File: src/framed_reply_receiver_with_sum_check_core_macros.svh
// ----------------------------------------------------------------------------
// framed reply receiver assertion macros
// clocked on aclk, disabled while aresetn is low
// ----------------------------------------------------------------------------
`ifndef FRAMED_REPLY_RECEIVER_WITH_SUM_CHECK_CORE_MACROS_SVH
`define FRAMED_REPLY_RECEIVER_WITH_SUM_CHECK_CORE_MACROS_SVH

// condition holds at every edge
`define FRSC_ASSERT_HOLD(label, cond, msg) \
    label: assert property (@(posedge aclk) disable iff (!aresetn) (cond)) \
        else $error(msg);

// consequent holds in the same cycle
`define FRSC_ASSERT_SAME(label, ante, cons, msg) \
    label: assert property (@(posedge aclk) disable iff (!aresetn) \
        (ante) |-> (cons)) else $error(msg);

// consequent holds in the next cycle
`define FRSC_ASSERT_NEXT(label, ante, cons, msg) \
    label: assert property (@(posedge aclk) disable iff (!aresetn) \
        (ante) |=> (cons)) else $error(msg);

`endif

File: src/frsc_pkg.sv
// ----------------------------------------------------------------------------
// frsc_pkg
// codes, widths and the speed scaling for the framed reply receiver
// ----------------------------------------------------------------------------
package frsc_pkg;

    localparam int unsigned BYTE_W  = 8;
    localparam int unsigned WORD_W  = 16;
    localparam int unsigned SPEED_W = 4;
    localparam int unsigned STAT_W  = 3;
    localparam int unsigned OUT_W   = 88;

    localparam logic [BYTE_W-1:0] START_MARK    = 8'hFF;
    localparam logic [BYTE_W-1:0] CMD_SERVO_ONE = 8'h17;
    localparam logic [BYTE_W-1:0] CMD_SPEED     = 8'h57;
    localparam logic [BYTE_W-1:0] CMD_STEPS     = 8'h97;
    localparam logic [BYTE_W-1:0] CMD_TURN      = 8'h77;
    localparam logic [BYTE_W-1:0] CMD_SERVO_TWO = 8'hB7;
    localparam logic [BYTE_W-1:0] CMD_RANGE     = 8'h27;
    localparam logic [BYTE_W-1:0] CMD_TARGET_X  = 8'h47;
    localparam logic [BYTE_W-1:0] CMD_TARGET_Y  = 8'h67;

    localparam logic [SPEED_W-1:0] SPEED_TOP   = 4'd14;
    localparam logic [SPEED_W-1:0] SPEED_RESET = 4'd5;
    localparam logic [WORD_W-1:0]  WORD_FULL   = 16'hFFFF;

    typedef enum logic [STAT_W-1:0] {
        ST_BUSY    = 3'd0,
        ST_APPLIED = 3'd1,
        ST_BAD_SUM = 3'd2,
        ST_STRAY   = 3'd3,
        ST_FOREIGN = 3'd4
    } status_t;

    // floor(word * 14 / 65535), using 65536 = 65535 + 1
    function automatic logic [SPEED_W-1:0] speed_of(input logic [WORD_W-1:0] word);
        logic [WORD_W+SPEED_W-1:0] prod;
        logic [SPEED_W-1:0]        quo;
        logic [WORD_W:0]           rem;
        prod = (WORD_W+SPEED_W)'(word) * (WORD_W+SPEED_W)'(SPEED_TOP);
        quo  = prod[WORD_W+SPEED_W-1:WORD_W];
        rem  = (WORD_W+1)'(prod[WORD_W-1:0]) + (WORD_W+1)'(quo);
        return quo + SPEED_W'(rem >= (WORD_W+1)'(WORD_FULL));
    endfunction

endpackage

File: src/framed_reply_receiver_with_sum_check_core.sv
// ----------------------------------------------------------------------------
// framed_reply_receiver_with_sum_check_core
// parses 7-byte reply frames and keeps the values they carry
// ----------------------------------------------------------------------------
// Input stream s_axis: one received byte per transfer in tdata.
// Output stream m_axis: one result per input byte; tuser carries the status
// (in progress, frame applied, checksum mismatch, stray byte, foreign frame),
// tdata carries every held value as it stands after that byte.
// A frame is start mark 0xFF, address, command high, command low, data high,
// data low and checksum; only frames for the address written on cfg_wr_data
// are checked and applied, others are consumed and dropped.
// Latency: the result of a byte is valid the cycle after its transfer.
// Throughput: one byte per cycle, set by the single result register; a new
// byte is taken in the same cycle as the previous result leaves.
// If the receiver stalls, the result holds and s_axis_tready drops until the
// result is taken.
// Reset: hunts for a start mark, peer address 0, held values 0, speed 5.
// ----------------------------------------------------------------------------
`include "framed_reply_receiver_with_sum_check_core_macros.svh"

module framed_reply_receiver_with_sum_check_core (
    input  logic                        aclk,
    input  logic                        aresetn,
    input  logic                        cfg_wr_en,
    input  logic [frsc_pkg::BYTE_W-1:0] cfg_wr_data,  // peer_address
    input  logic                        s_axis_tvalid,
    output logic                        s_axis_tready,
    input  logic [frsc_pkg::BYTE_W-1:0] s_axis_tdata,  // rx_byte
    output logic                        m_axis_tvalid,
    input  logic                        m_axis_tready,
    // servo_one_angle, servo_two_angle, stepper_speed, steps_left,
    // stepper_turn, range_reading, target_x, target_y, 4 zero bits
    output logic [frsc_pkg::OUT_W-1:0]  m_axis_tdata,
    output logic [frsc_pkg::STAT_W-1:0] m_axis_tuser   // status
);

    typedef enum logic [2:0] {
        POS_HUNT    = 3'd0,
        POS_ADDR    = 3'd1,
        POS_CMD_HI  = 3'd2,
        POS_CMD_LO  = 3'd3,
        POS_DATA_HI = 3'd4,
        POS_DATA_LO = 3'd5,
        POS_CHECK   = 3'd6
    } pos_t;

    localparam int unsigned BW = frsc_pkg::BYTE_W;
    localparam int unsigned WW = frsc_pkg::WORD_W;

    logic [BW-1:0]                peer_reg;
    pos_t                         pos_reg, pos_next;
    logic                         addressed_reg, addressed_next;
    logic [BW-1:0]                sum_reg, sum_next;
    logic [BW-1:0]                cmd_lo_reg, cmd_lo_next;
    logic [BW-1:0]                data_hi_reg, data_hi_next;
    logic [BW-1:0]                data_lo_reg, data_lo_next;
    logic [BW-1:0]                servo_one_reg, servo_one_next;
    logic [BW-1:0]                servo_two_reg, servo_two_next;
    logic [frsc_pkg::SPEED_W-1:0] speed_reg, speed_next;
    logic [WW-1:0]                steps_reg, steps_next;
    logic [BW-1:0]                turn_reg, turn_next;
    logic [BW-1:0]                range_reg, range_next;
    logic [WW-1:0]                target_x_reg, target_x_next;
    logic [WW-1:0]                target_y_reg, target_y_next;
    frsc_pkg::status_t            status_reg, status_next;
    logic                         m_valid_reg;
    logic                         s_fire;
    logic [BW-1:0]                rx;
    logic [WW-1:0]                word;

    assign s_axis_tready = !m_valid_reg || m_axis_tready;
    assign s_fire        = s_axis_tvalid && s_axis_tready;
    assign rx            = s_axis_tdata;
    assign word          = {data_hi_reg, data_lo_reg};

    always_comb begin
        pos_next       = pos_reg;
        addressed_next = addressed_reg;
        sum_next       = sum_reg;
        cmd_lo_next    = cmd_lo_reg;
        data_hi_next   = data_hi_reg;
        data_lo_next   = data_lo_reg;
        servo_one_next = servo_one_reg;
        servo_two_next = servo_two_reg;
        speed_next     = speed_reg;
        steps_next     = steps_reg;
        turn_next      = turn_reg;
        range_next     = range_reg;
        target_x_next  = target_x_reg;
        target_y_next  = target_y_reg;
        status_next    = frsc_pkg::ST_BUSY;
        unique case (pos_reg)
            POS_HUNT: begin
                if (rx == frsc_pkg::START_MARK) begin
                    pos_next = POS_ADDR;
                end else begin
                    status_next = frsc_pkg::ST_STRAY;
                end
            end
            POS_ADDR: begin
                addressed_next = (rx == peer_reg);
                pos_next       = POS_CMD_HI;
            end
            POS_CMD_HI: begin
                sum_next = rx;
                pos_next = POS_CMD_LO;
            end
            POS_CMD_LO: begin
                cmd_lo_next = rx;
                sum_next    = sum_reg + rx;
                pos_next    = POS_DATA_HI;
            end
            POS_DATA_HI: begin
                data_hi_next = rx;
                sum_next     = sum_reg + rx;
                pos_next     = POS_DATA_LO;
            end
            POS_DATA_LO: begin
                data_lo_next = rx;
                sum_next     = sum_reg + rx;
                pos_next     = POS_CHECK;
            end
            POS_CHECK: begin
                pos_next       = POS_HUNT;
                addressed_next = 1'b0;
                if (!addressed_reg) begin
                    status_next = frsc_pkg::ST_FOREIGN;
                end else if (BW'(sum_reg + peer_reg) != rx) begin
                    status_next = frsc_pkg::ST_BAD_SUM;
                end else begin
                    status_next = frsc_pkg::ST_APPLIED;
                    case (cmd_lo_reg)
                        frsc_pkg::CMD_SERVO_ONE: servo_one_next = data_lo_reg;
                        frsc_pkg::CMD_SERVO_TWO: servo_two_next = data_lo_reg;
                        frsc_pkg::CMD_SPEED:     speed_next = frsc_pkg::speed_of(word);
                        frsc_pkg::CMD_STEPS:     steps_next = word;
                        frsc_pkg::CMD_TURN:      turn_next = data_lo_reg;
                        frsc_pkg::CMD_RANGE:     range_next = data_lo_reg;
                        frsc_pkg::CMD_TARGET_X:  target_x_next = word;
                        frsc_pkg::CMD_TARGET_Y:  target_y_next = word;
                        default: ;
                    endcase
                end
            end
            default: begin
                pos_next       = POS_HUNT;
                addressed_next = 1'b0;
            end
        endcase
    end

    always_ff @(posedge aclk) begin
        if (!aresetn) begin
            peer_reg      <= '0;
            pos_reg       <= POS_HUNT;
            addressed_reg <= 1'b0;
            servo_one_reg <= '0;
            servo_two_reg <= '0;
            speed_reg     <= frsc_pkg::SPEED_RESET;
            steps_reg     <= '0;
            turn_reg      <= '0;
            range_reg     <= '0;
            target_x_reg  <= '0;
            target_y_reg  <= '0;
            status_reg    <= frsc_pkg::ST_BUSY;
            m_valid_reg   <= 1'b0;
        end else begin
            if (cfg_wr_en) begin
                peer_reg <= cfg_wr_data;
            end
            if (s_fire) begin
                pos_reg       <= pos_next;
                addressed_reg <= addressed_next;
                servo_one_reg <= servo_one_next;
                servo_two_reg <= servo_two_next;
                speed_reg     <= speed_next;
                steps_reg     <= steps_next;
                turn_reg      <= turn_next;
                range_reg     <= range_next;
                target_x_reg  <= target_x_next;
                target_y_reg  <= target_y_next;
                status_reg    <= status_next;
                m_valid_reg   <= 1'b1;
            end else if (m_axis_tready) begin
                m_valid_reg   <= 1'b0;
            end
        end
    end

    // frame capture, no reset needed
    always_ff @(posedge aclk) begin
        if (s_fire) begin
            sum_reg     <= sum_next;
            cmd_lo_reg  <= cmd_lo_next;
            data_hi_reg <= data_hi_next;
            data_lo_reg <= data_lo_next;
        end
    end

    assign m_axis_tvalid = m_valid_reg;
    assign m_axis_tuser  = status_reg;
    assign m_axis_tdata  = {4'b0000, target_y_reg, target_x_reg, range_reg, turn_reg,
                            steps_reg, speed_reg, servo_two_reg, servo_one_reg};

    `FRSC_ASSERT_SAME(a_fire_needs_room, s_fire, !m_valid_reg || m_axis_tready,
        "transfer accepted while result is stalled")
    `FRSC_ASSERT_NEXT(a_done_returns_hunt, s_fire && status_next != frsc_pkg::ST_BUSY,
        pos_reg == POS_HUNT, "frame end did not return to hunting")
    `FRSC_ASSERT_HOLD(a_addr_in_frame,
        !addressed_reg || (pos_reg != POS_HUNT && pos_reg != POS_ADDR),
        "addressed flag set outside a frame")
    `FRSC_ASSERT_SAME(a_held_only_on_apply, !$stable(m_axis_tdata),
        m_axis_tuser == frsc_pkg::ST_APPLIED, "held value changed without an applied frame")

endmodule
File: config.mk
export PLATFORM = sky130hd
export DESIGN_NAME = framed_reply_receiver_with_sum_check_core
export DESIGN_NICKNAME = d
export VERILOG_FILES = /design/src/frsc_pkg.sv /design/src/framed_reply_receiver_with_sum_check_core.sv
export VERILOG_INCLUDE_DIRS = /design/src /design/src/src
export SDC_FILE = /design/constraint.sdc
export NUM_CORES = 1
export LEC_CHECK = 0
export BUFFER_PORTS_ARGS = -buffer_cell sky130_fd_sc_hd__buf_4
export CORE_MARGIN = 2
export CORE_UTILIZATION = 52
export CTS_CLUSTER_DIAMETER = 200
export DETAILED_ROUTE_END_ITERATION = 6
export HOLD_SLACK_MARGIN = 0.02
export PLACE_DENSITY = 0.74
export SETUP_SLACK_MARGIN = 0.4
export SLEW_MARGIN = 20
export SYNTH_ARGS = -nofsm -noshare
export SYNTH_HDL_FRONTEND = slang
export SYNTH_SLANG_ARGS = --single-unit
File: constraint.sdc
create_clock -name aclk -period 7.6 [get_ports aclk]
set_clock_uncertainty 0.1 [all_clocks]
set_input_delay 1.14 -clock aclk [delete_from_list [all_inputs] [get_ports aclk]]
set_output_delay 1.14 -clock aclk [all_outputs]
set_load 0.05 [all_outputs]
==> results.md <==
- Sequential share of power: 41.8%
- First-pass GRT wire length: 27.11 mm
- Number of port buffers: 109
- Vias: 5541
- #FFs+latches synth: 132
- Total of warnings raised by yosys: 0
- CP Max Fanout: 10
- Drt drc: 0
- CP endpoint kind: flop
- Switching share of total power: 24.38%
- Count of final hold-check violations: 0
- Crit start category: flop
- Post-detail-place hpwl: 12.25 mm
- Die Ht: 120.3 µm
- Hold_buf cts: 0
- Synthesized cell area: 0.007038 mm²
- Min Tclk post-route: 5663 ps
- Max-slew violation total from the final report: 0
- Place WS: 1992 ps
- Finish-stage setup viols: 0
- Yosys cell types: 65
- Crit path DAT: 5860 ps
- Final WS setup: 1937 ps
- Post-DR wirelength/cell: 17.11 µm
- CP required: 7800 ps
- Fin nets: 877
- GPL Wtd Cong: 0.7980
- Post-CTS Setup Bufs: 0
- Top Ports: 114
- Vias in the first global route: 5535
- Critical path type: flop to flop
- Highest clock rate: 176.6 MHz
- Max-slew headroom: 31.05%
- Setup TNS: 0 ps
- Peak VDD IR: 149.1 µV
- ANT cells: 0
- Initial antenna violation count: 0
- Routed Antenna Nets: 0
- Total power per unit cell area: 206.3 mW/mm²
- CTS Buffer Depth: 2
- Net switching power figure: 0.4319 mW
- Clk pwr share: 47.9%
- Total Wirelength: 16.92 mm
- CTS tree: yes
- Fraction of registers with async set/reset: 0%
- RSZ-0062 raised after global routing: no
- Initial core utilization: 53.15%
- Post-synth EDFFs: 32
- Met2 usage: 42.37%
- Gr ovfl total: 0
- Outcome: complete, no violations
- Pin count of the biggest net entering global routing: 66
- Worst-path clk slew: 60 ps
- Max_cap viols: 0
- CTS root buf: clkbuf_16
- Most Used Layer, Global Route: met2
- Placement Rows: 42
- Clk_lat worst skew: 410 ps
- Predominant post-synthesis flop cell: dfxtp_1
- Met1 Resource Use GR: 28.93%
- Worst hold-check path type: flop to flop
- Leak Pwr: 3.899 nW
- Int Power: 1.340 mW
- Syn avg cell area: 10.08 µm²
- Combinational power share: 10.3%
- DR pass1 iterations: 5
- Post-CTS Resized: 0
- Iteration-0 DRC Markers: 346
- # clock sinks: 132
- Placeable Area: 0.01324 mm²
- Total GRT Usage: 23.79%
- Layout area overhead: 21.99%
- Vias per Instance: 5.603
- Syn Inst Count: 698
- Tcrit/Tclk final: 74.52%
- Die Wd: 120.3 µm
- GRT met3 Usage: 4.717%
- Die area: 0.01448 mm²
- Worst slew pin tran: 1033 ps
- Share of cells above drive strength 1: 19.31%
- H-tree depth: 4
- Register area share after synthesis: 42.10%
- CTS Buf Count: 17
## power by group through the flow
| stage | sequential, mW | combinational (mW) | clock (mW) |
|---|---|---|---|
| finish | 0.740 | 0.183 | 0.848 |
| global route | 0.741 | 0.204 | 0.882 |
| CTS | 0.740 | 0.182 | 0.859 |
| detailed placement | 0.755 | 0.180 | 0 |
| global placement | 0.755 | 0.172 | 0 |
| floorplan | 0.755 | 0.134 | 0 |
## logic make-up after synthesis
group | Yosys count | share of synthesized area [%]
and+or+nand+nor | 233 | 16.14
adders and majority gates | 56 | 11.98
DFF | 132 | 42.10
muxes | 92 | 13.08
xor gates and xnor gates | 32 | 4.089
AOI/OAI and AO/OA | 94 | 9.031
buffers and inverters | 58 | 3.520
other | 1 | 0.05328
## metrics by stage
| step | instance area (µm²) | utilization (%) | hold slack (ps) | power [mW] | cells |
|---|---|---|---|---|---|
| 2_1_floorplan | 7049 | - | 376.4 | 0.8888 | 701 |
| 3_3_place_gp | 7953 | 60.05 | 362.2 | 0.9270 | 957 |
| 3_5_place_dp | 7958 | 60.09 | 389.5 | 0.9347 | 957 |
| 4_1_cts | 8584 | 64.82 | 404.2 | 1.781 | 989 |
| 5_1_grt | 8586 | 64.83 | 430.2 | 1.827 | 989 |
| 6_report | 8586 | 64.83 | 393.4 | 1.772 | 989 |
## cell usage after synthesis (3+ instances only)
cell type | instances | area, µm²
and2_1 | 6 | 37.54
xor2_1 | 14 | 122.6
nor3_1 | 13 | 65.06
a21oi_1 | 30 | 150.1
a21o_1 | 13 | 97.59
nand4_1 | 7 | 43.79
clkbuf_1 | 18 | 67.56
ha_1 | 37 | 462.9
nor3b_1 | 3 | 22.52
o21bai_1 | 4 | 30.03
dfxtp_1 | 100 | 2002
nand3b_1 | 5 | 37.54
buf_2 | 6 | 30.03
nor2_1 | 117 | 439.2
nor4b_1 | 4 | 35.03
nand2_1 | 25 | 93.84
buf_4 | 6 | 45.04
nor2b_1 | 7 | 43.79
mux2i_1 | 92 | 920.9
nand3_1 | 9 | 45.04
edfxtp_1 | 32 | 960.9
a31oi_1 | 5 | 31.28
o21ai_0 | 15 | 75.07
inv_1 | 28 | 105.1
fa_1 | 19 | 380.4
nor4_1 | 10 | 62.56
xnor2_1 | 17 | 148.9
nand2b_1 | 4 | 25.02
and3_1 | 7 | 43.79
## per-layer routing
layer	routed length, µm	share of wire, %	vias up
li1	-	-	2666
met1	7186	42	2720
met2	8807	52	136
met3	708	4.2	19
met4	214	1.3	0
met5	0	0	-
## worst max-delay path, cell delays in order, from the launching register on
cell and delay [ps]:
edfxtp_1 600, fa_1 610, ha_1 170, inv_1 50, fa_1 390, nor2b_1 170, o2111ai_1 170, nand4_1 200
and3_1 190, nor3_1 70, xnor2_1 330, ha_1 260, inv_1 60, fa_1 380, nor2b_1 210, nor3_1 70
mux2i_1 140, nor2_1 60, a31oi_1 160, nor3_1 70, a22oi_1 160, nor4_1 70, ha_1 230, ha_1 200
xnor2_1 120, o31a_2 310
## layout make-up
class | count | area, µm²
timing repair buffer | 110 | 825.8
clock buffer | 24 | 545.5
sequential | 132 | 2963
tap | 176 | 220.2
clock inverter | 8 | 81.33
fill | 1070 | 4657
inverter | 28 | 105.1
multi-input combinational | 511 | 3845
## path summary, 6_finish.rpt
check / start / endpoint / slack (ps) / cells past startpoint
min: speed_reg[0] / speed_reg[0] / 390 / 2
min reg2reg: speed_reg[0] / speed_reg[0] / 390 / 2
max reg2reg: data_lo_reg[0] / speed_reg[2] / 1940 / 25
max: data_lo_reg[0] / speed_reg[2] / 1940 / 25
## cells in the final DEF, fill, tap and decap left out, types with 5 or more instances in the layout
cell type	n
nor2_1	117
buf_4	110
dfxtp_1	100
mux2i_1	92
ha_1	37
edfxtp_1	32
a21oi_1	30
inv_1	27
nand2_1	25
clkbuf_16	20
fa_1	19
xnor2_1	17
o21ai_0	15
xor2_1	14
a21o_1	13
nor3_1	12
nor4_1	10
nand3_1	9
nand4_1	7
nor2b_1	7
and2_1	6
and3_1	6
a31oi_1	5
nand3b_1	5
Power figures use the tool's default switching activity.
